$ cat config.mk
export PLATFORM = sky130hd
export DESIGN_NAME = multi_channel_step_pulse_generator
export DESIGN_NICKNAME = d
export VERILOG_FILES = /design/src/hdl/mspg_pkg.sv /design/src/hdl/mspg_channel.sv /design/src/hdl/multi_channel_step_pulse_generator.sv
export SDC_FILE = /design/constraint.sdc
export NUM_CORES = 1
export LEC_CHECK = 0
export ABC_AREA = 1
export BUFFER_PORTS_ARGS = -buffer_cell sky130_fd_sc_hd__buf_2
export CAP_MARGIN = 20
export CELL_PAD_IN_SITES_DETAIL_PLACEMENT = 0
export CELL_PAD_IN_SITES_GLOBAL_PLACEMENT = 1
export CORE_MARGIN = 2
export CORE_UTILIZATION = 49
export DETAILED_ROUTE_END_ITERATION = 12
export PLACE_DENSITY = 0.95
export SETUP_SLACK_MARGIN = 0.05
export SLEW_MARGIN = 10
export SYNTH_ARGS = -nofsm -noshare
export SYNTH_HDL_FRONTEND = slang
export SYNTH_SLANG_ARGS = --single-unit
$ cat constraint.sdc
create_clock -name i_clk -period 3 [get_ports i_clk]
set_input_delay 0.3 -clock i_clk [delete_from_list [all_inputs] [get_ports i_clk]]
set_output_delay 0.3 -clock i_clk [all_outputs]
set_load 0.01 [all_outputs]
$ cat src/hdl/mspg_pkg.sv
// ----------------------------------------------------------------------------
// mspg_pkg
// Shared sizes, codes and types of the multi-channel step pulse generator.
// ----------------------------------------------------------------------------
package mspg_pkg;

    localparam int CHANNELS    = 4;
    localparam int CH_BITS     = 2;
    localparam int STEP_BITS   = 24;
    localparam int PERIOD_BITS = 16;
    localparam int MASK_BITS   = 4;

    localparam int CFG_ADDR_BITS = 1;
    localparam int CFG_DATA_BITS = 4;

    localparam int IN_TDATA_BITS  = 48;
    localparam int IN_TUSER_BITS  = 1;
    localparam int OUT_TDATA_BITS = 16;

    // Configuration register indexes.
    localparam logic [CFG_ADDR_BITS-1:0] CFG_ENABLED_MASK = 1'b0;
    localparam logic [CFG_ADDR_BITS-1:0] CFG_REVERSE_MASK = 1'b1;

    // Item kinds carried on tuser.
    localparam logic KIND_TICK = 1'b0;
    localparam logic KIND_LOAD = 1'b1;

    // Command from the item stage to one channel.
    typedef struct packed {
        logic                   tick;
        logic                   load;
        logic [STEP_BITS-1:0]   goal;
        logic [PERIOD_BITS-1:0] period;
        logic                   heading;
    } t_ch_cmd;

    // Levels and flags of one channel after the current item.
    typedef struct packed {
        logic step;
        logic dir;
        logic finished;
        logic busy;
    } t_ch_status;

endpackage

$ cat src/hdl/mspg_channel.sv
// ----------------------------------------------------------------------------
// mspg_channel
// One motor channel: move counters, period timer and step/direction pins.
// ----------------------------------------------------------------------------
module mspg_channel
    import mspg_pkg::*;
(
    input  logic       i_clk,
    input  logic       i_rst_n,
    input  t_ch_cmd    i_cmd,
    output t_ch_status o_status
);

    logic                   r_running, n_running;
    logic [STEP_BITS-1:0]   r_done,    n_done;
    logic [STEP_BITS-1:0]   r_goal,    n_goal;
    logic [PERIOD_BITS-1:0] r_ticks,   n_ticks;
    logic [PERIOD_BITS-1:0] r_period,  n_period;
    logic                   r_heading, n_heading;
    logic                   r_step,    n_step;
    logic                   r_dir,     n_dir;
    logic                   finished;

    always_comb begin
        n_running = r_running;
        n_done    = r_done;
        n_goal    = r_goal;
        n_ticks   = r_ticks;
        n_period  = r_period;
        n_heading = r_heading;
        n_step    = r_step;
        n_dir     = r_dir;
        finished  = 1'b0;
        if (i_cmd.load) begin
            // A load replaces any move in progress but leaves the pins alone.
            n_running = 1'b1;
            n_done    = '0;
            n_ticks   = '0;
            n_goal    = i_cmd.goal;
            n_period  = i_cmd.period;
            n_heading = i_cmd.heading;
        end else if (i_cmd.tick && r_running) begin
            n_step = 1'b0;
            if (r_done == r_goal) begin
                n_running = 1'b0;
                n_done    = '0;
                n_goal    = '0;
                n_ticks   = '0;
                n_period  = '0;
                finished  = 1'b1;
            end else if (r_ticks == r_period) begin
                n_ticks = '0;
                n_done  = r_done + STEP_BITS'(1);
                n_dir   = r_heading;
                n_step  = 1'b1;
            end else begin
                n_ticks = r_ticks + PERIOD_BITS'(1);
            end
        end
    end

    always_ff @(posedge i_clk) begin
        if (!i_rst_n) begin
            r_running <= 1'b0;
            r_done    <= '0;
            r_goal    <= '0;
            r_ticks   <= '0;
            r_period  <= '0;
            r_heading <= 1'b0;
            r_step    <= 1'b0;
            r_dir     <= 1'b0;
        end else begin
            r_running <= n_running;
            r_done    <= n_done;
            r_goal    <= n_goal;
            r_ticks   <= n_ticks;
            r_period  <= n_period;
            r_heading <= n_heading;
            r_step    <= n_step;
            r_dir     <= n_dir;
        end
    end

    assign o_status.step     = n_step;
    assign o_status.dir      = n_dir;
    assign o_status.finished = finished;
    assign o_status.busy     = n_running;

endmodule

$ cat src/hdl/multi_channel_step_pulse_generator.sv
// ----------------------------------------------------------------------------
// multi_channel_step_pulse_generator
// Step and direction pulse generator for several motor channels.
// ----------------------------------------------------------------------------
//  Channel   Direction  Beat contents
//  s_axis    in         tuser: kind; tdata: channel, step_count, step interval,
//                       moving_positive
//  m_axis    out        tdata: step_outputs, dir_outputs, finished_mask,
//                       busy_mask
//  cfg       in         i_cfg_addr selects enabled_mask or reverse_mask
//
// One beat is taken per cycle while the output is not stalled. An accepted beat
// sits in the input register until the output register can take it; then all
// channels update in parallel and the result lands in the output register,
// which drives m_axis_tvalid.
// A stalled output register holds the input register, which in turn drops
// s_axis_tready. Synchronous reset clears all channels, pins and masks.
// ----------------------------------------------------------------------------
module multi_channel_step_pulse_generator
    import mspg_pkg::*;
(
    input  logic                      i_clk,
    input  logic                      i_rst_n,
    input  logic                      i_cfg_we,
    input  logic [CFG_ADDR_BITS-1:0]  i_cfg_addr,
    input  logic [CFG_DATA_BITS-1:0]  i_cfg_wdata,
    input  logic                      s_axis_tvalid,
    output logic                      s_axis_tready,
    // [1:0] channel, [25:2] step_count, [41:26] step interval,
    // [42] moving_positive, [47:43] zero
    input  logic [IN_TDATA_BITS-1:0]  s_axis_tdata,
    // [0] kind
    input  logic [IN_TUSER_BITS-1:0]  s_axis_tuser,
    output logic                      m_axis_tvalid,
    input  logic                      m_axis_tready,
    // [3:0] step_outputs, [7:4] dir_outputs, [11:8] finished_mask,
    // [15:12] busy_mask
    output logic [OUT_TDATA_BITS-1:0] m_axis_tdata
);

    logic [MASK_BITS-1:0] r_enabled_mask;
    logic [MASK_BITS-1:0] r_reverse_mask;

    logic                   r_in_valid;
    logic                   r_in_kind;
    logic [CH_BITS-1:0]     r_in_channel;
    logic [STEP_BITS-1:0]   r_in_count;
    logic [PERIOD_BITS-1:0] r_in_period;
    logic                   r_in_positive;

    logic                      r_out_valid;
    logic [OUT_TDATA_BITS-1:0] r_out_data;

    logic                advance;
    t_ch_cmd             cmd    [CHANNELS];
    t_ch_status          status [CHANNELS];
    logic [CHANNELS-1:0] step_bits, dir_bits, fin_bits, busy_bits;

    always_ff @(posedge i_clk) begin
        if (!i_rst_n) begin
            r_enabled_mask <= '0;
            r_reverse_mask <= '0;
        end else if (i_cfg_we) begin
            unique case (i_cfg_addr)
                CFG_ENABLED_MASK: r_enabled_mask <= i_cfg_wdata;
                CFG_REVERSE_MASK: r_reverse_mask <= i_cfg_wdata;
            endcase
        end
    end

    // The held beat is processed whenever the output register can take it.
    assign advance       = r_in_valid && (!r_out_valid || m_axis_tready);
    assign s_axis_tready = !r_in_valid || advance;

    always_ff @(posedge i_clk) begin
        if (!i_rst_n) begin
            r_in_valid <= 1'b0;
        end else if (s_axis_tready) begin
            r_in_valid <= s_axis_tvalid;
        end
    end

    always_ff @(posedge i_clk) begin
        if (s_axis_tready && s_axis_tvalid) begin
            r_in_kind     <= s_axis_tuser[0];
            r_in_channel  <= s_axis_tdata[CH_BITS-1:0];
            r_in_count    <= s_axis_tdata[CH_BITS +: STEP_BITS];
            r_in_period   <= s_axis_tdata[CH_BITS+STEP_BITS +: PERIOD_BITS];
            r_in_positive <= s_axis_tdata[CH_BITS+STEP_BITS+PERIOD_BITS];
        end
    end

    for (genvar c = 0; c < CHANNELS; c++) begin : g_ch
        always_comb begin
            cmd[c].tick    = advance && (r_in_kind == KIND_TICK);
            cmd[c].load    = advance && (r_in_kind == KIND_LOAD)
                             && r_enabled_mask[c]
                             && (r_in_channel == CH_BITS'(c));
            cmd[c].goal    = r_in_count;
            cmd[c].period  = r_in_period;
            cmd[c].heading = r_in_positive ^ r_reverse_mask[c];
        end

        mspg_channel u_channel (
            .i_clk    (i_clk),
            .i_rst_n  (i_rst_n),
            .i_cmd    (cmd[c]),
            .o_status (status[c])
        );

        assign step_bits[c] = status[c].step;
        assign dir_bits[c]  = status[c].dir;
        assign fin_bits[c]  = status[c].finished;
        assign busy_bits[c] = status[c].busy;
    end

    always_ff @(posedge i_clk) begin
        if (!i_rst_n) begin
            r_out_valid <= 1'b0;
        end else if (advance) begin
            r_out_valid <= 1'b1;
        end else if (m_axis_tready) begin
            r_out_valid <= 1'b0;
        end
    end

    always_ff @(posedge i_clk) begin
        if (advance) begin
            r_out_data <= {MASK_BITS'(busy_bits), MASK_BITS'(fin_bits),
                           MASK_BITS'(dir_bits), MASK_BITS'(step_bits)};
        end
    end

    assign m_axis_tvalid = r_out_valid;
    assign m_axis_tdata  = r_out_data;

endmodule
==> out/results.env <==
RUN_STATUS='completed'
NUMBER_OF_BUFFERS_INSERTED_DURING_CLOCK_TREE_SYNTHESIS=44
STARTING_UTILIZATION_OF_THE_CORE_AREA_PCT=49.3
SETUP.WORST_PATH.START_CLASS='flop'
POSTSYNTH.TOPFLOPCELL='sky130_fd_sc_hd__dfxtp_1'
SYNTH.AREA.TOP_CELLS='sky130_fd_sc_hd__dfxtp_1, sky130_fd_sc_hd__nand2_1, sky130_fd_sc_hd__edfxtp_1'
NETSWITCHINGPOWER_mW=2.67
POST_SYNTH_MOST_FREQUENT_CELLS='sky130_fd_sc_hd__nand2_1, sky130_fd_sc_hd__dfxtp_1, sky130_fd_sc_hd__nor2_1, sky130_fd_sc_hd__nand3_1, sky130_fd_sc_hd__inv_1'
CORE_SQ_MM=0.0406
LAYOUT_SETUP_WS_NS=0.436
DIE_X_UM=206
LAYOUT-AREA-OVERHEAD-VS-SYNTH_PCT=13.2
LAYOUT_WORST_PATH_CYCLE_SHARE_PCT=85.5
SEQ_POWER_SHARE_PCT=49.4
FIN_TOTAL_PWR_mW=11.4
FOOTPRINT_OF_THE_MULTI_INPUT_GATES_SQ_MM=0.00958
WORST_HOLD_SLACK_NS=0.0377
FIRSTDRTPASSITERS=6
VIAS=18200
TOP_LEVEL_PORTS=77
ROUTED_VIA_DENSITY=5.28
WORSTSKEWPAIRLATENCY_NS=0.58
ROWS=74
CRITICAL_PATH_FANOUTS_MAX=14
YOSYS_REGISTER_BITS=406
CRIT-REG2REG-LAUNCH='m_axis_tvalid'
DRIVE_GT1_SHARE_PCT=8.31
POSTSYNTHNETCOUNT=2862
GRT_MAX_DEGREE=202
FINALMAXSLEWVIOLATIONS=0
TIMING_WORST_SLEW_PIN_VALUE_NS=0.942
GRT_PASS1_VIAS=17100
SYNTH_TOP_CELL_AREA_SHARE_PCT=34.6
POSTSYNTH.ASYNCRESETSHARE_PCT=0
WORSTHOLDPATHTYPE='input pin to flop'
SYN-MEAN-INSTANCE-AREA_SQ_UM=7.15
RELSLEWSLACK_PCT=37.0
SWITCHING_SHARE_PCT=23.4
FILLERINSTANCES=3879
FINAL_ANTENNA_NET_COUNT=0
SYNTH_AREA_LEADER_CELL='sky130_fd_sc_hd__dfxtp_1'
MAX_FREQ_MHz=390
GR-USAGE-ALL-LAYERS_PCT=27.6
ANTENNADIODECOUNT=0
SETUP_TOTAL_NEGATIVE_SLACK_NS=0
SYNTH_EDF_COUNT=60
FINALWORSTPATHREQUIREDPERIOD_NS=2.56
WORST_SETUP_SP='m_axis_tvalid'
POWER_PER_CELL_AREA_mW_PER_MM2=504
REPORT.FINAL.SETUP_VIOL=0
ANTENNA_VIOLATIONS_BEFORE_REPAIR=0
DESIGN_INTERNAL_POWER_mW=8.75
GP_CONGESTION=0.933
REMAINING_DRC_ERRORS=0
CRITICAL_PATH_CLASS='flop to flop'
YS.WARNINGS.COUNT=0
PLACE.PORT_BUFFERS=71
FINAL_CORE_UTIL_PCT=55.8
ROUTED_WIRELENGTH_MM=58.3
HOLD_PATH.STARTPOINT='s_axis_tvalid'
TRITONCTS='done'
MAX-VDD-IR-DROP_mV=0.479
PLACEMENT.SETUP.WORST_SLACK_NS=0.379
HTREEDEPTH=2
GRT_PASS1_WL_MM=91.0
CLOCK_POWER_SHARE_PCT=46.6
MAX_CAP_VIOL_COUNT=0
FF_LATCH_AREA_SQ_MM=0.00873
WORST_SETUP_PATH_END_KIND='flop'
TRITONCTS_NUM_SINKS=406
SYNTH_AREA_SQ_MM=0.0200
YOSYSMOSTFREQUENTCELL='sky130_fd_sc_hd__nand2_1'
TIMING.CLOCK.SKEW_NS=0.0202
P_COMB_SHARE_PCT=4.0
WL_PER_CELL_UM=16.9
FP.DIEAREA_SQ_MM=0.0424
GLOBALROUTEOVERFLOWTOTAL=0
CRITICAL_PATH_ARRIVAL_NS=3.08
REGISTER_AREA_SHARE_AFTER_SYNTHESIS_PCT=43.7
PLACE.DETAILED.HPWL_MM=40.9
CLKTRANSATPATHREGS_NS=0.06
LAYOUT.NETS=2955
CTS.PATH.MAX_BUFFERS=3
RSZ0062_AT_GRT='no'
POWER.STATIC_LEAKAGE_nW=9.22
CTS_POST_SETUP_BUFFERS_INSERTED=0
COUNT_OF_DIFFERENT_CELL_MASTERS_AFTER_SYNTHESIS=35
FIRST_ITER_VIOLATIONS=1504
SYN-INSTANCE-COUNT=2795
WORST-ENDPOINT-REQUIRED_NS=3.51
DIE_H_UM=206
CTSROOTBUFFERMASTER='sky130_fd_sc_hd__clkbuf_16'
FINAL_HOLD_VIOL_COUNT=0
layer usage:
metal | up-vias | global-route usage, % | part of all wire [%]
met2 | 527 | 44.2 | 45
met1 | 8415 | 35.3 | 43
met4 | 0 | 14.8 | 5.6
li1 | 9144 | - | -
met3 | 141 | 5.06 | 6.2
met5 | - | 0 | 0
logic make-up after synthesis:
kind of cell             after synthesis  synth area share, %
flip-flops                           406                 43.7
AO/OA/AOI/OAI                        267                 7.21
XOR/XNOR                             172                 7.57
adder cells (fa/ha/maj)                8                0.501
buffers and inverters                408                 8.48
AND/OR/NAND/NOR                     1534                 32.6
what timing repair did:
action,4_1_cts,5_1_grt
setup endpoints to repair,0,0
gates resized for setup,0,0
hold buffers,48,0
endpoints found under the hold margin,50,0
through the flow:
step                      std cells  area [sq um]
after floorplan                2795         20000
after global placement         3326         20800
after detailed placement       3326         20800
after CTS                      3455         22600
after global routing           3455         22600
final                          3455         22600
worst paths after layout:
kind	endpoint	slack [ns]	cells past startpoint
setup / recovery	g_ch[0].u_channel.r_done[8]	0.44	9
hold reg to reg	g_ch[3].u_channel.r_heading	0.46	2
setup reg to reg	g_ch[0].u_channel.r_done[8]	0.44	9
hold / removal	r_in_valid	0.04	3
power by group through the flow:
| stage | Combinational, mW | Clock, mW | Sequential, mW |
|---|---|---|---|
| after floorplan | 0.204 | 0 | 5.73 |
| after global placement | 0.398 | 0 | 5.76 |
| after detailed placement | 0.403 | 0 | 5.76 |
| after CTS | 0.453 | 5.38 | 5.64 |
| after global routing | 0.486 | 5.63 | 5.64 |
| final | 0.461 | 5.32 | 5.64 |
registers in the layout, summed over array words and instances (netlist names):
register,count
g_ch.u_channel.r_period,64
m_axis_tdata,16
g_ch.u_channel.r_goal,96
r_in_period,16
g_ch.u_channel.r_step,4
r_in_positive,1
g_ch.u_channel.r_ticks,64
r_in_valid,1
r_in_kind,1
r_in_count,24
r_in_channel,2
r_enabled_mask,4
r_reverse_mask,4
g_ch.u_channel.r_dir,4
g_ch.u_channel.r_done,96
g_ch.u_channel.r_heading,4
m_axis_tvalid,1
g_ch.u_channel.r_running,4
critical path, cell delays in order, from the launching register on:
cell                      delay [ns]
sky130_fd_sc_hd__dfxtp_1        0.35
sky130_fd_sc_hd__nand2_1        0.09
sky130_fd_sc_hd__nand2_2        0.17
sky130_fd_sc_hd__nor2_2         0.09
sky130_fd_sc_hd__inv_2          0.07
sky130_fd_sc_hd__nor2_4         0.04
sky130_fd_sc_hd__nor2_1         0.71
sky130_fd_sc_hd__nand3_1        0.53
sky130_fd_sc_hd__buf_4          0.31
sky130_fd_sc_hd__o21ai_1        0.11
cells in the final DEF (no fill, tap or decap), types with 39 or more instances in the layout:
cell type	count
sky130_fd_sc_hd__nand4_1	71
sky130_fd_sc_hd__buf_4	39
sky130_fd_sc_hd__nand2_1	781
sky130_fd_sc_hd__xor2_1	112
sky130_fd_sc_hd__o21ai_1	49
sky130_fd_sc_hd__a21oi_1	73
sky130_fd_sc_hd__edfxtp_1	60
sky130_fd_sc_hd__buf_2	70
sky130_fd_sc_hd__inv_1	273
sky130_fd_sc_hd__nand3_1	290
sky130_fd_sc_hd__dfxtp_1	346
sky130_fd_sc_hd__dlygate4sd3_1	48
sky130_fd_sc_hd__nor2_1	313
sky130_fd_sc_hd__o21ai_0	88
sky130_fd_sc_hd__clkbuf_16	44
sky130_fd_sc_hd__xnor2_1	59
cell type report:
| cell class | instances | share of cell area (%) |
|---|---|---|
| Clock buffer | 64 | 5.46 |
| Multi-Input combinational cell | 1981 | 42.3 |
| Tap cell | 532 | 2.94 |
| Sequential cell | 406 | 38.5 |
| Timing Repair Buffer | 160 | 5.19 |
| Inverter | 295 | 4.89 |
| Clock inverter | 17 | 0.669 |
(Power assumes the default switching activity.)
